$ cat src/sv/simb_pkg.sv
// ----------------------------------------------------------------------------
// simb_pkg
// Shared widths, defaults, register indexes and sequencer states for the
// sector interleave map builder.
// ----------------------------------------------------------------------------
package simb_pkg;

  // Payload widths
  localparam int TRACK_W    = 7;
  localparam int SLOT_W     = 6;
  localparam int VAL_W      = 7;   // position plus skew before reduction
  localparam int SKEW_W     = 4;
  localparam int CFG_IDX_W  = 2;
  localparam int CFG_DATA_W = 12;

  // Defaults for the top level parameters
  localparam int DEF_NUM_TRACKS  = 77;
  localparam int DEF_MAX_SECTORS = 52;

  // Track geometry
  localparam int SD_SECTORS    = 26;
  localparam int DD_SECTORS    = 52;
  localparam int SD_TRACK_SKEW = 4;
  localparam int DD_TRACK_SKEW = 7;
  localparam int RELOAD_TRACKS = 3;   // tracks that reload the skew

  // Configuration register indexes
  typedef enum logic [CFG_IDX_W-1:0] {
    REG_DOUBLE_DENSITY = 2'd0,
    REG_USE_SKEW       = 2'd1,
    REG_TRACK_SKEWS    = 2'd2,
    REG_INTER_TRACK    = 2'd3
  } cfg_idx_t;

  // Sequencer states
  typedef enum logic [2:0] {
    ST_IDLE,
    ST_STEP,
    ST_REDUCE,
    ST_PROBE,
    ST_EMIT,
    ST_ADVANCE
  } state_t;

endpackage

$ cat src/sv/simb_in_if.sv
// ----------------------------------------------------------------------------
// simb_in_if
// Input channel: one track number per beat.
// ----------------------------------------------------------------------------
interface simb_in_if;
  logic                         valid;
  logic                         ready;
  logic [simb_pkg::TRACK_W-1:0] track;

  modport source (output valid, output track, input ready);
  modport sink   (input valid, input track, output ready);
endinterface

$ cat src/sv/simb_out_if.sv
// ----------------------------------------------------------------------------
// simb_out_if
// Result channel: one (slot, sector number, last) per beat.
// ----------------------------------------------------------------------------
interface simb_out_if;
  logic                        valid;
  logic                        ready;
  logic [simb_pkg::SLOT_W-1:0] slot;
  logic [simb_pkg::SLOT_W-1:0] sector_number;
  logic                        last;

  modport source (output valid, output slot, output sector_number, output last,
                  input ready);
  modport sink   (input valid, input slot, input sector_number, input last,
                  output ready);
endinterface

$ cat src/sv/simb_cfg_if.sv
// ----------------------------------------------------------------------------
// simb_cfg_if
// Configuration write channel: register index and write data per beat.
// ----------------------------------------------------------------------------
interface simb_cfg_if;
  logic                            valid;
  logic                            ready;
  logic [simb_pkg::CFG_IDX_W-1:0]  index;
  logic [simb_pkg::CFG_DATA_W-1:0] data;

  modport source (output valid, output index, output data, input ready);
  modport sink   (input valid, input index, input data, output ready);
endinterface

$ cat src/sv/simb_step_unit.sv
// ----------------------------------------------------------------------------
// simb_step_unit
// Shared add / conditional-subtract unit: res = a + b, minus n once when the
// sum reaches n. Every position update of the sequencer goes through here.
// ----------------------------------------------------------------------------
module simb_step_unit (
  input  logic [simb_pkg::VAL_W-1:0]  a,
  input  logic [simb_pkg::SKEW_W-1:0] b,
  input  logic [simb_pkg::SLOT_W-1:0] n,
  output logic [simb_pkg::VAL_W-1:0]  res,
  output logic                        ge
);

  logic [simb_pkg::VAL_W-1:0] sum;
  logic [simb_pkg::VAL_W-1:0] n_ext;

  assign sum   = a + simb_pkg::VAL_W'(b);
  assign n_ext = simb_pkg::VAL_W'(n);
  assign ge    = (sum >= n_ext);
  assign res   = ge ? (sum - n_ext) : sum;

endmodule

$ cat src/sv/sector_interleave_map_builder.sv
// ----------------------------------------------------------------------------
// sector_interleave_map_builder
// Builds one track's logical-sector to physical-slot map per input beat,
// with optional skew interleave and linear probing past taken slots.
// ----------------------------------------------------------------------------
//  channel | dir | handshake    | payload
//  in_ch   | in  | valid/ready  | track
//  out_ch  | out | valid/ready  | slot, sector_number, last
//  cfg_ch  | in  | valid/ready  | index, data (always ready)
//
//  One track yields N beats (26 or 52); out-of-range tracks yield none.
//  Identity mode: one beat per cycle while out_ch.ready is held high.
//  Skew mode: per sector STEP, REDUCE (repeated per reduction past the
//  first), PROBE (repeated per occupied slot) and EMIT, all through the one
//  step unit; ADVANCE closes the track. in_ch.ready is high only when idle.
//  Reset (rst_n low, synchronous) clears all but the payload registers.
//  A stalled out_ch holds the beat in the output registers.
// ----------------------------------------------------------------------------
module sector_interleave_map_builder #(
  parameter int NUM_TRACKS  = simb_pkg::DEF_NUM_TRACKS,
  parameter int MAX_SECTORS = simb_pkg::DEF_MAX_SECTORS
) (
  input  logic        clk,
  input  logic        rst_n,
  simb_in_if.sink     in_ch,
  simb_out_if.source  out_ch,
  simb_cfg_if.sink    cfg_ch
);

  localparam int SD_N      = (simb_pkg::SD_SECTORS > MAX_SECTORS) ?
                             MAX_SECTORS : simb_pkg::SD_SECTORS;
  localparam int DD_N      = (simb_pkg::DD_SECTORS > MAX_SECTORS) ?
                             MAX_SECTORS : simb_pkg::DD_SECTORS;
  localparam int OCC_IDX_W = $clog2(MAX_SECTORS);

  // Configuration registers
  logic                            dd_r;
  logic                            use_skew_r;
  logic [simb_pkg::CFG_DATA_W-1:0] track_skews_r;
  logic                            inter_r;

  // Sequencer and datapath
  simb_pkg::state_t              state_r, state_nxt;
  logic                          skew_mode_r, skew_mode_nxt;
  logic [simb_pkg::SLOT_W-1:0]   n_r, n_nxt;
  logic [simb_pkg::SLOT_W-1:0]   pos_r, pos_nxt;
  logic [simb_pkg::SKEW_W-1:0]   skew_r, skew_nxt;
  logic [simb_pkg::VAL_W-1:0]    val_r, val_nxt;
  logic [simb_pkg::SLOT_W-1:0]   sec_r, sec_nxt;
  logic [MAX_SECTORS-1:0]        occ_r, occ_nxt;

  // Output registers
  logic [simb_pkg::SLOT_W-1:0]   out_slot_r, out_slot_nxt;
  logic [simb_pkg::SLOT_W-1:0]   out_sec_r, out_sec_nxt;
  logic                          out_last_r, out_last_nxt;

  // Step unit operands
  logic [simb_pkg::VAL_W-1:0]    su_a;
  logic [simb_pkg::SKEW_W-1:0]   su_b;
  logic [simb_pkg::VAL_W-1:0]    su_res;
  logic                          su_ge;

  logic                          in_beat, out_beat;
  logic                          track_ok, reload;
  logic [simb_pkg::SLOT_W-1:0]   n_cfg;
  logic [simb_pkg::SKEW_W-1:0]   reload_skew;
  logic [simb_pkg::SKEW_W-1:0]   track_gap;
  logic [OCC_IDX_W-1:0]          occ_idx;
  logic                          occ_hit;

  assign in_beat  = in_ch.valid && in_ch.ready;
  assign out_beat = out_ch.valid && out_ch.ready;

  assign track_ok = ({1'b0, in_ch.track} < (simb_pkg::TRACK_W + 1)'(NUM_TRACKS));
  assign reload   = (in_ch.track < simb_pkg::TRACK_W'(simb_pkg::RELOAD_TRACKS));
  assign n_cfg    = dd_r ? simb_pkg::SLOT_W'(DD_N) : simb_pkg::SLOT_W'(SD_N);
  assign track_gap = dd_r ? simb_pkg::SKEW_W'(simb_pkg::DD_TRACK_SKEW)
                          : simb_pkg::SKEW_W'(simb_pkg::SD_TRACK_SKEW);
  assign occ_idx  = val_r[OCC_IDX_W-1:0];
  assign occ_hit  = occ_r[occ_idx];

  // Skew nibble for the reload tracks
  always_comb begin
    case (in_ch.track[1:0])
      2'd0:    reload_skew = track_skews_r[3:0];
      2'd1:    reload_skew = track_skews_r[7:4];
      default: reload_skew = track_skews_r[11:8];
    endcase
  end

  // Ports
  assign in_ch.ready          = (state_r == simb_pkg::ST_IDLE);
  assign cfg_ch.ready         = 1'b1;
  assign out_ch.valid         = (state_r == simb_pkg::ST_EMIT);
  assign out_ch.slot          = out_slot_r;
  assign out_ch.sector_number = out_sec_r;
  assign out_ch.last          = out_last_r;

  // Shared unit
  simb_step_unit u_step (
    .a   (su_a),
    .b   (su_b),
    .n   (n_r),
    .res (su_res),
    .ge  (su_ge)
  );

  // Operand select
  always_comb begin
    su_a = val_r;
    su_b = '0;
    case (state_r)
      simb_pkg::ST_STEP: begin
        su_a = simb_pkg::VAL_W'(pos_r);
        su_b = skew_r;
      end
      simb_pkg::ST_PROBE: begin
        su_b = simb_pkg::SKEW_W'(1);
      end
      simb_pkg::ST_ADVANCE: begin
        su_a = simb_pkg::VAL_W'(pos_r);
        su_b = track_gap;
      end
      default: begin
        su_b = '0;
      end
    endcase
  end

  // Next state
  always_comb begin
    state_nxt = state_r;
    case (state_r)
      simb_pkg::ST_IDLE: begin
        if (in_beat && track_ok) begin
          state_nxt = use_skew_r ? simb_pkg::ST_STEP : simb_pkg::ST_EMIT;
        end
      end
      simb_pkg::ST_STEP:   state_nxt = simb_pkg::ST_REDUCE;
      simb_pkg::ST_REDUCE: begin
        if (!su_ge) begin
          state_nxt = simb_pkg::ST_PROBE;
        end
      end
      simb_pkg::ST_PROBE: begin
        if (!occ_hit) begin
          state_nxt = simb_pkg::ST_EMIT;
        end
      end
      simb_pkg::ST_EMIT: begin
        if (out_beat) begin
          if (out_last_r) begin
            state_nxt = skew_mode_r ? simb_pkg::ST_ADVANCE : simb_pkg::ST_IDLE;
          end else if (skew_mode_r) begin
            state_nxt = simb_pkg::ST_STEP;
          end
        end
      end
      simb_pkg::ST_ADVANCE: state_nxt = simb_pkg::ST_IDLE;
      default:              state_nxt = simb_pkg::ST_IDLE;
    endcase
  end

  // Datapath updates
  always_comb begin
    skew_mode_nxt = skew_mode_r;
    n_nxt         = n_r;
    pos_nxt       = pos_r;
    skew_nxt      = skew_r;
    val_nxt       = val_r;
    sec_nxt       = sec_r;
    occ_nxt       = occ_r;
    out_slot_nxt  = out_slot_r;
    out_sec_nxt   = out_sec_r;
    out_last_nxt  = out_last_r;
    case (state_r)
      simb_pkg::ST_IDLE: begin
        if (in_beat && track_ok) begin
          skew_mode_nxt = use_skew_r;
          n_nxt         = n_cfg;
          sec_nxt       = simb_pkg::SLOT_W'(1);
          // identity mode: first beat ready at once
          out_slot_nxt  = '0;
          out_sec_nxt   = simb_pkg::SLOT_W'(1);
          out_last_nxt  = (n_cfg == simb_pkg::SLOT_W'(1));
          if (use_skew_r) begin
            occ_nxt = '0;
            if (reload) begin
              skew_nxt = reload_skew;
              pos_nxt  = '0;
            end
          end
        end
      end
      simb_pkg::ST_STEP: begin
        val_nxt = su_res;
      end
      simb_pkg::ST_REDUCE: begin
        if (su_ge) begin
          val_nxt = su_res;
        end
      end
      simb_pkg::ST_PROBE: begin
        if (occ_hit) begin
          val_nxt = su_res;
        end else begin
          occ_nxt[occ_idx] = 1'b1;
          pos_nxt          = val_r[simb_pkg::SLOT_W-1:0];
          out_slot_nxt     = val_r[simb_pkg::SLOT_W-1:0];
          out_sec_nxt      = sec_r;
          out_last_nxt     = (sec_r == n_r);
        end
      end
      simb_pkg::ST_EMIT: begin
        if (out_beat && !out_last_r) begin
          sec_nxt = sec_r + simb_pkg::SLOT_W'(1);
          if (!skew_mode_r) begin
            out_slot_nxt = sec_r;
            out_sec_nxt  = sec_r + simb_pkg::SLOT_W'(1);
            out_last_nxt = ((sec_r + simb_pkg::SLOT_W'(1)) == n_r);
          end
        end
      end
      simb_pkg::ST_ADVANCE: begin
        pos_nxt = inter_r ? su_res[simb_pkg::SLOT_W-1:0] : '0;
      end
      default: begin
        val_nxt = val_r;
      end
    endcase
  end

  // Configuration writes
  always_ff @(posedge clk) begin
    if (!rst_n) begin
      dd_r          <= 1'b0;
      use_skew_r    <= 1'b0;
      track_skews_r <= '0;
      inter_r       <= 1'b0;
    end else if (cfg_ch.valid && cfg_ch.ready) begin
      case (simb_pkg::cfg_idx_t'(cfg_ch.index))
        simb_pkg::REG_DOUBLE_DENSITY: dd_r          <= cfg_ch.data[0];
        simb_pkg::REG_USE_SKEW:       use_skew_r    <= cfg_ch.data[0];
        simb_pkg::REG_TRACK_SKEWS:    track_skews_r <= cfg_ch.data;
        simb_pkg::REG_INTER_TRACK:    inter_r       <= cfg_ch.data[0];
        default:                      inter_r       <= inter_r;
      endcase
    end
  end

  // Control state
  always_ff @(posedge clk) begin
    if (!rst_n) begin
      state_r     <= simb_pkg::ST_IDLE;
      skew_mode_r <= 1'b0;
      pos_r       <= '0;
      skew_r      <= '0;
      occ_r       <= '0;
      sec_r       <= '0;
      n_r         <= simb_pkg::SLOT_W'(SD_N);
    end else begin
      state_r     <= state_nxt;
      skew_mode_r <= skew_mode_nxt;
      pos_r       <= pos_nxt;
      skew_r      <= skew_nxt;
      occ_r       <= occ_nxt;
      sec_r       <= sec_nxt;
      n_r         <= n_nxt;
    end
  end

  // Payload registers
  always_ff @(posedge clk) begin
    val_r      <= val_nxt;
    out_slot_r <= out_slot_nxt;
    out_sec_r  <= out_sec_nxt;
    out_last_r <= out_last_nxt;
  end

  // Checks
  a_slot_in_range: assert property (@(posedge clk) disable iff (!rst_n)
    out_ch.valid |-> (out_slot_r < n_r))
    else $error("slot beyond sector count");

  a_slot_marked: assert property (@(posedge clk) disable iff (!rst_n)
    (out_ch.valid && skew_mode_r) |-> occ_r[out_slot_r[OCC_IDX_W-1:0]])
    else $error("emitted slot not marked occupied");

  a_sector_steps: assert property (@(posedge clk) disable iff (!rst_n)
    (out_beat && !out_last_r) |=> (sec_r == $past(sec_r) + simb_pkg::SLOT_W'(1)))
    else $error("sector count did not advance");

  a_identity_done: assert property (@(posedge clk) disable iff (!rst_n)
    (out_beat && out_last_r && !skew_mode_r) |=> (state_r == simb_pkg::ST_IDLE))
    else $error("identity track did not finish");

endmodule

$ cat src/flat_wrapper.sv
// flat-port wrapper written by rule: the top's interface ports become plain ports
module sector_interleave_map_builder_flat 
#(
  parameter int NUM_TRACKS  = simb_pkg::DEF_NUM_TRACKS,
  parameter int MAX_SECTORS = simb_pkg::DEF_MAX_SECTORS
)
  (clk, rst_n, in_ch_valid, in_ch_track, in_ch_ready, out_ch_valid, out_ch_slot, out_ch_sector_number, out_ch_last, out_ch_ready, cfg_ch_valid, cfg_ch_index, cfg_ch_data, cfg_ch_ready);
  simb_in_if in_ch_i ();
  simb_out_if out_ch_i ();
  simb_cfg_if cfg_ch_i ();
  input  logic clk;
  input  logic rst_n;
  input wire logic [$bits(in_ch_i.valid)-1:0] in_ch_valid;
  input wire logic [$bits(in_ch_i.track)-1:0] in_ch_track;
  output wire logic [$bits(in_ch_i.ready)-1:0] in_ch_ready;
  output wire logic [$bits(out_ch_i.valid)-1:0] out_ch_valid;
  output wire logic [$bits(out_ch_i.slot)-1:0] out_ch_slot;
  output wire logic [$bits(out_ch_i.sector_number)-1:0] out_ch_sector_number;
  output wire logic [$bits(out_ch_i.last)-1:0] out_ch_last;
  input wire logic [$bits(out_ch_i.ready)-1:0] out_ch_ready;
  input wire logic [$bits(cfg_ch_i.valid)-1:0] cfg_ch_valid;
  input wire logic [$bits(cfg_ch_i.index)-1:0] cfg_ch_index;
  input wire logic [$bits(cfg_ch_i.data)-1:0] cfg_ch_data;
  output wire logic [$bits(cfg_ch_i.ready)-1:0] cfg_ch_ready;
  assign in_ch_i.valid = in_ch_valid;
  assign in_ch_i.track = in_ch_track;
  assign in_ch_ready = in_ch_i.ready;
  assign out_ch_valid = out_ch_i.valid;
  assign out_ch_slot = out_ch_i.slot;
  assign out_ch_sector_number = out_ch_i.sector_number;
  assign out_ch_last = out_ch_i.last;
  assign out_ch_i.ready = out_ch_ready;
  assign cfg_ch_i.valid = cfg_ch_valid;
  assign cfg_ch_i.index = cfg_ch_index;
  assign cfg_ch_i.data = cfg_ch_data;
  assign cfg_ch_ready = cfg_ch_i.ready;
  sector_interleave_map_builder #(.NUM_TRACKS(NUM_TRACKS), .MAX_SECTORS(MAX_SECTORS)) u_core (.clk(clk), .rst_n(rst_n), .in_ch(in_ch_i), .out_ch(out_ch_i), .cfg_ch(cfg_ch_i));
endmodule
$ cat config.mk
export PLATFORM = sky130hd
export DESIGN_NAME = sector_interleave_map_builder_flat
export DESIGN_NICKNAME = d
export VERILOG_FILES = /design/src/sv/simb_pkg.sv /design/src/sv/simb_in_if.sv /design/src/sv/simb_out_if.sv /design/src/sv/simb_cfg_if.sv /design/src/sv/simb_step_unit.sv /design/src/sv/sector_interleave_map_builder.sv /design/src/flat_wrapper.sv
export SDC_FILE = /design/constraint.sdc
export NUM_CORES = 1
export LEC_CHECK = 0
export ABC_AREA = 1
export BUFFER_PORTS_ARGS = -buffer_cell sky130_fd_sc_hd__buf_4
export CORE_ASPECT_RATIO = 2
export CORE_UTILIZATION = 64
export CTS_BUF_LIST = sky130_fd_sc_hd__clkbuf_8 sky130_fd_sc_hd__clkbuf_16
export DETAILED_ROUTE_END_ITERATION = 8
export PLACE_DENSITY = 0.84
export SLEW_MARGIN = 10
export SYNTH_ARGS = -nofsm -noshare
export SYNTH_HDL_FRONTEND = slang
export SYNTH_HIERARCHICAL = 1
export SYNTH_SLANG_ARGS = --single-unit
$ cat constraint.sdc
create_clock -name clk -period 5.8 [get_ports clk]
set_input_delay 0.87 -clock clk [delete_from_list [all_inputs] [get_ports clk]]
set_output_delay 0.87 -clock clk [all_outputs]
set_load 0.01 [all_outputs]
## Word-level counts from Yosys, hierarchy flattened

Cells that the tools add are included.

| cells by class | value |
|---|---|
| add/subtract/negate cells | 3 |
| reductions and logical operators | 27 |
| mux-type cells | 48 |
| equal/unequal tests | 23 |
| $lt $le $gt $ge | 5 |
| bitwise logic cells | 1 |

Operators with widths:

| operator | number |
|---|---|
| $mux W52 | 3 |
| $pmux W52 S2 | 1 |
| $mux W6 | 14 |
| $pmux W6 S3 | 3 |
| $or A52 B52 Y52 | 1 |
| $mux W7 | 4 |
| $mux W3 | 8 |
| $pmux W7 S3 | 1 |
| $ne A2 B2 Y1 const B | 8 |
| $pmux W3 S5 | 1 |
| $reduce_and A5 Y1 | 3 |
| $eq A6 B6 Y1 | 2 |
| $pmux W4 S3 | 1 |
| $pmux W6 S2 | 1 |
| $reduce_and A2 Y1 | 5 |
| $reduce_bool A3 Y1 | 3 |
| $pmux W4 S2 | 1 |
| $reduce_and A4 Y1 | 2 |
| $add A7 B4 Y7 | 1 |
| $ge A7 B6 Y1 | 1 |
| $lt A6 B7 Y1 const B | 1 |
| $lt A7 B2 Y1 const B | 1 |
| $lt A7 B7 Y1 const B | 1 |
| $sub A7 B6 Y7 | 1 |
| 22 further kinds | 39 |

| word-level totals | value |
|---|---|
| word-level logic and storage cells | 122 |
| output and inout bits | 16 |
| bits of input ports | 26 |
| register bits after elaboration | 113 |

## Longest topological paths before layout

| logic depth | value |
|---|---|
| depth after elaboration | 8 |
| depth in mapped cells | 27 |
| mapped depth without buffers | 27 |

## Cells and area by module

The synthesis kept the hierarchy.

Modules (own cells, without submodules):

| module | area each (sq um) | times used | sequential area each (sq um) | cells an instance |
|---|---|---|---|---|
| sector_interleave_map_builder | 5621.6 | 1 | 2382.3 | 772 |
| simb_step_unit | 745.7 | 1 | 0.0 | 125 |

## Least setup slack after synthesis

No wires, ideal clock.

| timing path | value |
|---|---|
| kind | register to register |
| from | register u_core.state_r[2] |
| to | register u_core/pos_r[4] in the netlist's numbering |
| required time | 5.690 ns |
| slack | 2.285 ns |
| setup time | 0.110 ns |
| cell stages (with the launch flop) | 23 |
| data arrival time | 3.405 ns |
| clock period less this slack | 3.515 ns |
| path buffers | 1 |
| path through | dfxtp_1 -> nor3_1 -> inv_1 -> clkbuf_1 -> o211ai_1 -> ha_1 -> inv_1 -> fa_1 -> inv_1 -> nand3_1 -> nand2_4 -> xor2_1 -> ha_1 -> a21oi_1 -> nand3_2 -> nand2_4 -> nand3_4 -> nand2_1 -> nand2_1 -> a32oi_1 -> nand4_1 -> nand2_1 -> nor2_1 |

| between the ends | value |
|---|---|
| elaborated cells between the ends (all ways) | 21 |
| classes of those cells | add/sub: 2; order compare: 1; eq/ne: 7; mux: 5; reduce/logical: 6 |

RTL lines:

| item | line | source |
|---|---|---|
| start, declared | sector_interleave_map_builder.sv:43 | `simb_pkg::state_t state_r, state_nxt;` |
| start signal, assigned | sector_interleave_map_builder.sv:254 | `state_r <= simb_pkg::ST_IDLE;` |
| start signal, assigned | sector_interleave_map_builder.sv:262 | `state_r <= state_nxt;` |
| $eq A3 B3 Y1 (tied with other cells) | sector_interleave_map_builder.sv:112 | `case (state_r)` |
| $pmux W4 S3 (*) | sector_interleave_map_builder.sv:112 |  |
| via u_core.su_b, one bit | sector_interleave_map_builder.sv:59 | `logic [simb_pkg::SKEW_W-1:0] su_b;` |
| $add A7 B4 Y7 (*) | simb_step_unit.sv:17 | `assign sum = a + simb_pkg::VAL_W'(b);` |
| $ge A7 B6 Y1 (*) | simb_step_unit.sv:19 | `assign ge = (sum >= n_ext);` |
| via u_core.su_ge | sector_interleave_map_builder.sv:61 | `logic su_ge;` |
| $mux W7 (*) | simb_step_unit.sv:20 | `assign res = ge ? (sum - n_ext) : sum;` |
| via u_core.su_res, one bit | sector_interleave_map_builder.sv:60 | `logic [simb_pkg::VAL_W-1:0] su_res;` |
| $mux W6 (*) | sector_interleave_map_builder.sv:225 | `pos_nxt = inter_r ? su_res[simb_pkg::SLOT_W-1:0] : '0;` |
| $pmux W6 S3 (*) | sector_interleave_map_builder.sv:176 | `case (state_r)` |
| end signal, assigned | sector_interleave_map_builder.sv:264 | `pos_r <= pos_nxt;` |
| end, declared | sector_interleave_map_builder.sv:46 | `logic [simb_pkg::SLOT_W-1:0] pos_r, pos_nxt;` |

Mark *: on every way through the listed nets, which the timed path passes. The rest lies on a longest branch.
A chain may end at the register's enable or synchronous reset.

## Final worst setup path

| timing path | value |
|---|---|
| from | register u_core.state_r[0] |
| to | register u_core/pos_r[1] in the netlist's numbering |

The elaborated chain is that of the path after synthesis.

==> impl_metrics.yaml <==
route:
  firstDrtPassIters: 6
  wirelength_um: 16900
  drc: 0
  drtIter0Drc: 661
  drtAntennaViolNets: 0
  vias_per_cell: 5.85
  via_count: 6148
  wl_per_cell_um: 16.1
global_routing:
  grt_overflow_total: 0
  grt_pass1_vias: 5719
  grt_pass1_wl_um: 26800
  grt_start_max_net_pins: 65
  track_usage_pct: 33.8
  antenna_found_initial: 0
timing:
  worst_slack_ns: 1.51
  hold_ws_ns: 0.454
  rsz0062_at_grt: "false"
  period_minus_slack_ns: 4.29
  maxClockFrequency_ghz: 0.233
  drv_slew: 0
  timing.setup.tns_ns: 0
  fin_crit_sh_pct: 74.0
  tightest_slew_ns: 0.839
  skew_ns: 0.00833
  max_slew_margin_pct: 43.9
  timing.final.hold_violations: 0
  setup_viol: 0
cells_and_area:
  layout.nets: 954
  antennaDiodeCount: 0
  seqCellArea_um2: 2380
  final_core_util_pct: 71.3
  final_cell_mix: "nand2_1 (162), inv_1 (148), dfxtp_1 (89)"
  finalInstanceArea_um2: 6920
  fillers: 849
  layout_commonest_cell: "nand2_1"
  multi_input_area_um2: 3110
  fin_cells: 1051
  drive_above_1_share_pct: 11.3
  syn_to_final_growth_pct: 8.69
yosys:
  ys_warn_count: 6
  syn-cell-area_um2: 6370
  async_flop_share_pct: 0
  yosys.area.top_type_share_pct: 28.0
  synth_cells: 897
  synth_area_leaders: "dfxtp_1 (28%), nand2_1 (9.6%), edfxtp_1 (9.4%)"
  synth_edf_count: 20
  seq_area_frac_synth_pct: 37.4
  synth_flop_cell: "dfxtp_1"
  avgSynthCellArea_um2: 7.10
  yosys.area.top_type: "dfxtp_1"
  ys_seq_elements: 109
  yosysUniqueCellTypes: 47
clocking:
  clock_path_buffers: 2
  cts_root_buffer: "clkbuf_16"
  cts_buffers: 9
  clkSlewWorstSetupHoldPaths_ns: 0.08
  htree_num_levels: 3
  postCtsSetupBuffers: 0
  clock-sinks: 109
  insertion_delay_ns: 0.35
  post_cts_resized: 0
  ctsHoldBuffers: 0
  tritoncts: "built"
worst_setup_path:
  critPathTopFamily: "simple AND/OR/NAND/NOR gates"
  slowest_stage: "fa_1"
  cp_num_buf_inv: 5
  max_stage_delay_ns: 0.40
  crit_required_ns: 6.05
  crit_top_cell: "nand2_1"
  worstSetupStartpointType: "flip-flop"
  end_kind: "flip-flop"
  crit_fanout: 14
  rrSetupSlack_ns: 1.51
  cp.arrival_ns: 4.55
  path_class: "reg -> reg"
floorplan:
  dieArea_um2: 10400
  die_w_um: 72.5
  die_h_um: 143
  row_count: 51
  ioPinCount: 42
  start_util_pct: 65.6
  coreArea_um2: 9700
placement:
  post-place-ws_ns: 1.58
  dp_hpwl_um: 12400
  place_area_um2: 6610
  io_buffers: 40
  dp.cells: 1035
  place.gp.congestion: 0.939
pwr:
  p_per_area_nw_per_um2: 345
  finalPower_mw: 2.39
  power_leakage_nw: 2.87
  vdd_drop_max_uv: 253
min_path:
  hp-class: "reg -> reg"
job:
  maxCapViolations: 0
run_status:
  status: "finished, final reports clean"
## cell usage after synthesis (12+ instances only)
cell and count:
nor3_1 12, dfxtp_1 89, ha_1 12, nand3_1 44
o21ai_0 39, buf_2 15, nor2_1 78, a21oi_1 88
inv_1 148, nand4_1 62, clkbuf_1 14, inv_2 12
nand2_1 163, edfxtp_1 20, o21ai_1 15
## where the power goes
group	switching, mW	internal, mW	total, mW
clock	0.301	0.347	0.648
combinational	0.539	0.249	0.788
sequential	0.0705	0.883	0.954
## area by class of cell
class / count / area share (%)
clock buffer: 9 / 3.25
clock inverter: 7 / 1.28
inverter: 162 / 8.82
multi-input combinational: 587 / 44.9
sequential: 109 / 34.4
tap: 132 / 2.39
timing repair buffer: 45 / 4.88
## state kept, by name (all words and copies together) (netlist names)
| register | flops |
|---|---|
| u_core/val_r | 7 |
| u_core/inter_r | 1 |
| u_core/out_ch.sector_number | 6 |
| u_core/occ_r | 52 |
| u_core/skew_mode_r | 1 |
| u_core/out_ch.slot | 6 |
| u_core/track_skews_r | 12 |
| u_core/out_ch.last | 1 |
| u_core/state_r | 3 |
| u_core/n_r | 2 |
| u_core/skew_r | 4 |
| u_core/dd_r | 1 |
| u_core/use_skew_r | 1 |
| u_core/pos_r | 6 |
| u_core/sec_r | 6 |
## worst paths after layout
check	start	end	cells past startpoint
min	u_core/track_skews_r[5]	u_core/track_skews_r[5]	2
max	u_core/state_r[0]	u_core/pos_r[1]	26
min reg2reg	u_core/track_skews_r[5]	u_core/track_skews_r[5]	2
max reg2reg	u_core/state_r[0]	u_core/pos_r[1]	26
## worst register-to-register path: cells and delay by family (launching register included)
kind / cells / cell delay, ns
compound gates: 2 / 0.35
fa+ha+maj: 3 / 1.01
simple gates: 15 / 1.99
flops: 1 / 0.36
xor+xnor: 1 / 0.08
buf+inv: 5 / 0.42
## layer usage
| layer | part of all wire (%) | track usage, % | vias to the layer above |
|---|---|---|---|
| met5 | 0 | 0 | - |
| met4 | 7.4 | 25.7 | 0 |
| met3 | 4.8 | 3.60 | 85 |
| met2 | 54 | 62.0 | 267 |
| met1 | 34 | 33.6 | 2800 |
| li1 | - | - | 2996 |
## kinds of logic (layout without fill, tap and decap cells)
group / count (synthesis) / after routing / synth area share [%]
AOI/OAI and AO/OA: 175 / 175 / 15.5
other: 2 / 3 / 0.118
and+or+nand+nor: 389 / 389 / 29.3
DFF: 109 / 109 / 37.4
xor gates and xnor gates: 6 / 6 / 0.825
buffers and inverters: 202 / 223 / 13.8
adders and majority gates: 14 / 14 / 2.99
Power figures use the tool's default switching activity.
